==> src/rtl/tts_pkg.sv <==
// Types, constants and clip table function for the tape tone shaper.
package tts_pkg;

  localparam int unsigned ACC_W = 40;

  typedef enum logic [2:0] {
    REG_INPUT_GAIN   = 3'd0,
    REG_SOFTEN       = 3'd1,
    REG_STAGE_COEFF  = 3'd2,
    REG_ROLL_COEFF   = 3'd3,
    REG_OUTPUT_GAIN  = 3'd4,
    REG_WET_MIX      = 3'd5,
    REG_NOISE_SEED   = 3'd6
  } reg_idx_e;

  typedef enum logic [3:0] {
    ST_IDLE,
    ST_GAIN,
    ST_RD,
    ST_STAGE,
    ST_SUM,
    ST_ROLL_A,
    ST_ROLL_B,
    ST_ROLL_C,
    ST_CLIP_A,
    ST_CLIP_B,
    ST_OGAIN,
    ST_MIX,
    ST_OUT
  } state_e;

  // Saturate a wide signed value to 40 bits.
  function automatic logic signed [ACC_W-1:0] sat40(input logic signed [63:0] v);
    logic signed [63:0] hi;
    logic signed [63:0] lo;
    begin
      hi = (64'sd1 <<< (ACC_W-1)) - 64'sd1;
      lo = -(64'sd1 <<< (ACC_W-1));
      if (v > hi) sat40 = hi[ACC_W-1:0];
      else if (v < lo) sat40 = lo[ACC_W-1:0];
      else sat40 = v[ACC_W-1:0];
    end
  endfunction

  // Clip table entry: 1-cos(y) in Q0.30 by an integer Horner chain.
  // Divisions here are by literal constants or the table depth; evaluated for constant indices.
  function automatic logic [31:0] clip_entry(input logic [12:0] i,
                                             input int unsigned depth);
    logic [63:0] y;
    logic [63:0] y2;
    logic [63:0] g;
    logic [63:0] one;
    begin
      one = 64'd1 << 30;
      y = (64'(i) * 64'd1686629713) / 64'(depth);
      y2 = (y * y) >> 30;
      g = one - y2 / 132;
      g = one - ((y2 * g) >> 30) / 90;
      g = one - ((y2 * g) >> 30) / 56;
      g = one - ((y2 * g) >> 30) / 30;
      g = one - ((y2 * g) >> 30) / 12;
      clip_entry = 32'(((y2 * g) >> 30) / 2);
    end
  endfunction

endpackage

==> src/rtl/tts_stage_mem.sv <==
// Stage state memory: synchronous RAM with registered read.
module tts_stage_mem #(
  parameter int unsigned DEPTH = 26,
  parameter int unsigned AW    = 5
) (
  input  logic                                 clk_i,
  input  logic                                 we_i,
  input  logic [AW-1:0]                        waddr_i,
  input  logic signed [tts_pkg::ACC_W-1:0]     wdata_i,
  input  logic [AW-1:0]                        raddr_i,
  output logic signed [tts_pkg::ACC_W-1:0]     rdata_o
);
  logic signed [tts_pkg::ACC_W-1:0] mem_q [DEPTH];

  always_ff @(posedge clk_i) begin
    if (we_i) begin
      mem_q[waddr_i] <= wdata_i;
    end
    rdata_o <= mem_q[raddr_i];
  end
endmodule

==> config.mk <==
export PLATFORM = sky130hd
export DESIGN_NAME = tts_stage_mem
export DESIGN_NICKNAME = d
export VERILOG_FILES = /design/src/rtl/tts_pkg.sv /design/src/rtl/tts_stage_mem.sv
export SDC_FILE = /design/constraint.sdc
export NUM_CORES = 1
export LEC_CHECK = 0
export BUFFER_PORTS_ARGS = -buffer_cell sky130_fd_sc_hd__buf_2
export CAP_MARGIN = 40
export CORE_AREA = 2 2 244 486
export DETAILED_ROUTE_END_ITERATION = 10
export DIE_AREA = 0 0 246 488
export HOLD_SLACK_MARGIN = 0.02
export PLACE_DENSITY = 0.62
export SETUP_SLACK_MARGIN = 0.2
export SLEW_MARGIN = 0
export SYNTH_ARGS = -nofsm -noshare
export SYNTH_HDL_FRONTEND = slang
export SYNTH_SLANG_ARGS = --single-unit
==> constraint.sdc <==
create_clock -name clk_i -period 2.9 [get_ports clk_i]
set_input_delay 0.145 -clock clk_i [delete_from_list [all_inputs] [get_ports clk_i]]
set_output_delay 0.145 -clock clk_i [all_outputs]
set_load 0.02 [all_outputs]
==> Yosys cells after proc, flatten, opt, wreduce, memory -nomap -nowiden <==
Memories as Yosys holds them, arrays and structs flattened. A register that Yosys moved wholly into a read port is not among the register bits.
Cells that the tools add are included.
{ "totals": {"reg_bits": 0, "ramBits": 1040, "output_inout_bits": 40, "memories": 1} }
{ "classes": {"n_mux": 2} }
{ "mem_list": {"columns": ["name", "words", "word_bits", "read_ports", "rd_clocked_by_memory_dff", "wr", "line_no", "source"], "rows": [
  ["mem_q", 26, 40, 1, 1, 1, "tts_stage_mem.sv:13", "logic signed [tts_pkg::ACC_W-1:0] mem_q [DEPTH];"]
]} }
{ "ops": {"columns": ["cell", "n"], "rows": [
  ["2-to-1 mux 1 bit", 2]
]} }

==> Logic depth before layout (Yosys ltp) <==
{ "depth": {"depth_word": 2, "mapped_depth": 8, "ltp_nobuf": 4} }

==> Worst setup path after synthesis <==
OpenSTA, ideal clock, no wires.
{ "synth_path": {"kind": "input port to flip-flop", "startpoint": "in waddr_i[0]", "endpoint": "mem mem_q[20][0] (netlist bit) (enable)", "setup_time_ns": 0.437, "arrival_ns": 2.474, "required_time_ns": 2.463, "path_slack_ns": -0.012, "stages": 3, "path_cell_list": "or3b_2 -> clkbuf_1 -> nor2_1"} }
{ "synth_rtl": {"columns": ["item", "line_no", "source"], "rows": [
  ["start: declaration", "tts_stage_mem.sv:8", "input logic [AW-1:0] waddr_i,"],
  ["end: declaration", "tts_stage_mem.sv:13", null]
]} }
No word-level cell before the write port.

==> PnR_summary.wiki <==
{| class="wikitable"
! Metric !! Value
|-
| Cell area after layout || 47,000 µm²
|-
| Final weighted congestion in routability-driven placement || 0.755
|-
| Warnings from Yosys || 0
|-
| Total vias in the final route || 18,900
|-
| Max_cap viols || 0
|-
| Buffers added on ports || 91
|-
| CP max stage delay || 0.59 ns
|-
| Antenna violations before repair || 6
|-
| Non-Filler Instances || 3,550
|-
| Proportion of power drawn by the clock network || 39.3%
|-
| Crit path top cell by count || sky130_fd_sc_hd__buf_4
|-
| Post-layout worst setup margin || 0.967 ns
|-
| Cell type of the slowest stage on the worst timing path || sky130_fd_sc_hd__dlygate4sd3_1
|-
| Fraction of layout cells with a size suffix above 1 || 31.4%
|-
| CORE AREA || 116,000 µm²
|-
| Iteration-0 DRC count of the detailed router || 1,898
|-
| Die height || 488 µm
|-
| Top achievable clock speed || 517 MHz
|-
| Std cell rows || 177
|-
| CP Launch Type || input port
|-
| CTS tree || yes
|-
| Final setup viols || 0
|-
| Tightest Pin Transition || 0.746 ns
|-
| Depth of the worst hold-timing path || 5
|-
| CP Cell Sequence || dlygate4sd3_1, buf_4, and3b_2, buf_4, a22oi_1, nand3_1
|-
| Portion of the post-synthesis area used by sequential elements || 79.1%
|-
| Router iterations before antenna repair || 5
|-
| Crit end category || register
|-
| Post-Synthesis Mean Instance Area || 23.3 µm²
|-
| Multi-input logic area || 8150 µm²
|-
| Static Leak || 14.8 nW
|-
| Sw frac || 21.0%
|-
| Number of buffers between clock root and the deepest sink || 3
|-
| Flop and latch count out of synthesis || 1,080
|-
| Worst min-delay path class || in2reg
|-
| Slew Limit Headroom || 50.1%
|-
| Power share of the combinational group || 5.1%
|-
| Number of cells on the worst reg-to-reg path || 4
|-
| RSZ-0062 raised after global routing || false
|-
| Post-synth cell types || 23
|-
| Effective utilization at floorplan || 34.8%
|-
| Status || complete, no violations
|-
| Total routing resource utilization after global routing || 16.5%
|-
| Area Overhead vs Synth || 16.2%
|-
| Total overflow reported by the global router || 0
|-
| Largest voltage drop on the vdd net || 0.401 mV
|-
| Number of global-route vias before repair || 20,200
|-
| Residual DRC count || 0
|-
| First-pass GRT wire length || 141,000 µm
|-
| P_sw || 6.58 mW
|-
| Pin count of the biggest net entering global routing || 55
|-
| Final Skew || 0.0201 ns
|-
| Total power density per cell area || 667 nW/µm²
|-
| Data arrival at the endpoint of the critical path || 2.45 ns
|-
| Detailed placer's ending HPWL || 56,600 µm
|-
| Int Power || 24.8 mW
|-
| Post-route fraction of the period consumed by the critical path || 66.6%
|-
| Combined area of all synthesized cells || 40,500 µm²
|-
| Setup repair bufs after CTS || 0
|-
| FF+latch area || 32,000 µm²
|-
| Placed inst area || 43,700 µm²
|-
| Die ar. || 120,000 µm²
|-
| Post-synth net total || 1,788
|-
| Resized Gates After CTS || 0
|-
| Portion of total power attributed to sequential cells || 55.5%
|-
| Clk pin slew, worst setup/hold paths || 0.07 ns
|-
| # nets final || 2,009
|-
| Number of buffers added by the clock tree synthesis step || 85
|-
| Worst path required time || 3.42 ns
|-
| Cells after synthesis || 1,736
|-
| Minimum setup slack after placement || 0.590 ns
|-
| Crit path kind || in2reg
|-
| Total Routed Length || 98,600 µm
|-
| Per-cell via count in the routed design || 5.31
|-
| Floorplan die width || 246 µm
|-
| I/O pins || 92
|-
| Buffer type at the clock tree root || sky130_fd_sc_hd__clkbuf_16
|-
| Clock insertion delay at the later pin of the skew report || 0.67 ns
|-
| Layout Utilization || 40.4%
|-
| Remaining antenna violation count after routing || 0
|-
| Routed length per placed instance || 27.8 µm
|-
| Maximum fanout along the worst path || 14
|-
| Shortest clock period the worst path allows after layout || 1.93 ns
|-
| Hold violation count in the final report || 0
|-
| TritonCTS Sinks || 1,080
|-
| Final number of max-transition violations || 0
|-
| Placed cell count || 3,349
|-
| Htree depth || 3
|-
| Total of fill cells in the finished design || 10,100
|}
[worst paths after layout]
path	start	end	slack (ns)
setup / recovery	raddr_i[3]	rdata_o[21]	0.97
hold / removal	raddr_i[0]	rdata_o[29]	0.13
setup reg to reg	mem_q[15][2]	rdata_o[2]	1.24
hold reg to reg	mem_q[24][16]	rdata_o[16]	0.63
[per-stage QoR]
stage	power [mW]	hold slack, ns	setup TNS [ns]
final	31.4	0.131	0
after global routing	32.3	0.133	0
after global placement	19.3	0.570	0
after CTS	31.6	0.0958	0
after floorplan	18.6	0.244	-2.36
after detailed placement	19.4	0.569	0
[worst max-delay path, delay by kind of cell]
family                 cells  cell delay (ns)
AO/OA/AOI/OAI              1             0.42
AND/OR/NAND/NOR            2             0.60
buffers and inverters      3             1.27
[placed cells by master, fill, tap and decap left out, types with 2 or more instances in the layout]
cell	n
sky130_fd_sc_hd__nand2_1	41
sky130_fd_sc_hd__clkbuf_8	6
sky130_fd_sc_hd__clkinvlp_4	4
sky130_fd_sc_hd__buf_4	69
sky130_fd_sc_hd__buf_2	86
sky130_fd_sc_hd__nand3b_1	5
sky130_fd_sc_hd__nor2_4	26
sky130_fd_sc_hd__inv_6	6
sky130_fd_sc_hd__edfxtp_1	1040
sky130_fd_sc_hd__clkinv_8	2
sky130_fd_sc_hd__dfxtp_1	40
sky130_fd_sc_hd__clkinv_1	6
sky130_fd_sc_hd__clkbuf_16	86
sky130_fd_sc_hd__mux4_2	212
sky130_fd_sc_hd__o211ai_1	16
sky130_fd_sc_hd__bufinv_16	13
sky130_fd_sc_hd__dlygate4sd3_1	42
sky130_fd_sc_hd__mux2_2	40
sky130_fd_sc_hd__a22oi_1	80
sky130_fd_sc_hd__mux2i_1	40
sky130_fd_sc_hd__o211ai_2	24
sky130_fd_sc_hd__clkbuf_1	10
sky130_fd_sc_hd__mux4_1	28
sky130_fd_sc_hd__clkinv_4	7
sky130_fd_sc_hd__clkinv_2	17
sky130_fd_sc_hd__nor3b_2	2
sky130_fd_sc_hd__buf_12	28
sky130_fd_sc_hd__or3b_2	3
sky130_fd_sc_hd__nand3_1	41
sky130_fd_sc_hd__diode_2	2
[layout make-up]
| type | count | share of cell area [%] |
|---|---|---|
| Sequential cell | 1080 | 68.1 |
| Tap cell | 1521 | 4.05 |
| Antenna cell | 2 | 0.0106 |
| Multi-Input combinational cell | 562 | 17.3 |
| Clock buffer | 101 | 4.80 |
| Timing Repair Buffer | 228 | 4.22 |
| Clock inverter | 56 | 1.46 |
[per-layer routing]
metal	wire length, µm	vias up	GRT usage [%]
met4	3030	2	5.76
met5	13	-	0
met3	4710	180	2.40
met1	37400	10300	19.3
li1	-	7830	-
met2	53500	576	30.4
[cell usage after synthesis, drive strengths merged]
library cell     n  area share (%)
a22oi           80             1.5
and3b            1           0.022
buf             41            0.75
clkbuf          53            0.49
dfxtp           40             2.0
edfxtp        1040              77
mux2            40             1.1
mux2i           40            0.99
mux4           240              14
nand2           41            0.38
nand3           41            0.51
nand3b           5           0.093
nor2            27            0.25
nor3             1           0.012
nor3b            2           0.037
o211ai          40             1.0
or3              1           0.015
or3b             3           0.065
[flip-flops by register name (all words and copies together) (netlist names)]
name     count
rdata_o     40
mem_q     1040
[power groups by stage]
stage	Clock [mW]	Combinational (mW)	Sequential, mW
3_5_place_dp	0	1.59	17.8
2_1_floorplan	0	0.828	17.8
6_report	12.3	1.62	17.4
5_1_grt	13.1	1.73	17.4
3_3_place_gp	0	1.55	17.8
4_1_cts	12.5	1.65	17.4
[logic make-up (layout without fill, tap and decap cells)]
| group | after synthesis | count (layout) | synth area share (%) |
|---|---|---|---|
| DFF | 1080 | 1080 | 79.1 |
| muxes | 320 | 320 | 15.7 |
| and+or+nand+nor | 122 | 122 | 1.38 |
| AOI/OAI and AO/OA | 120 | 120 | 2.52 |
| buffers and inverters | 94 | 385 | 1.24 |
| other | 0 | 2 | 0 |
[what timing repair did]
item	in CTS	in global routing
hold endpoints to repair	1047	0
hold buffers	42	0
setup endpoints to repair	0	0
No activity file was read; power rests on OpenSTA's default activity.
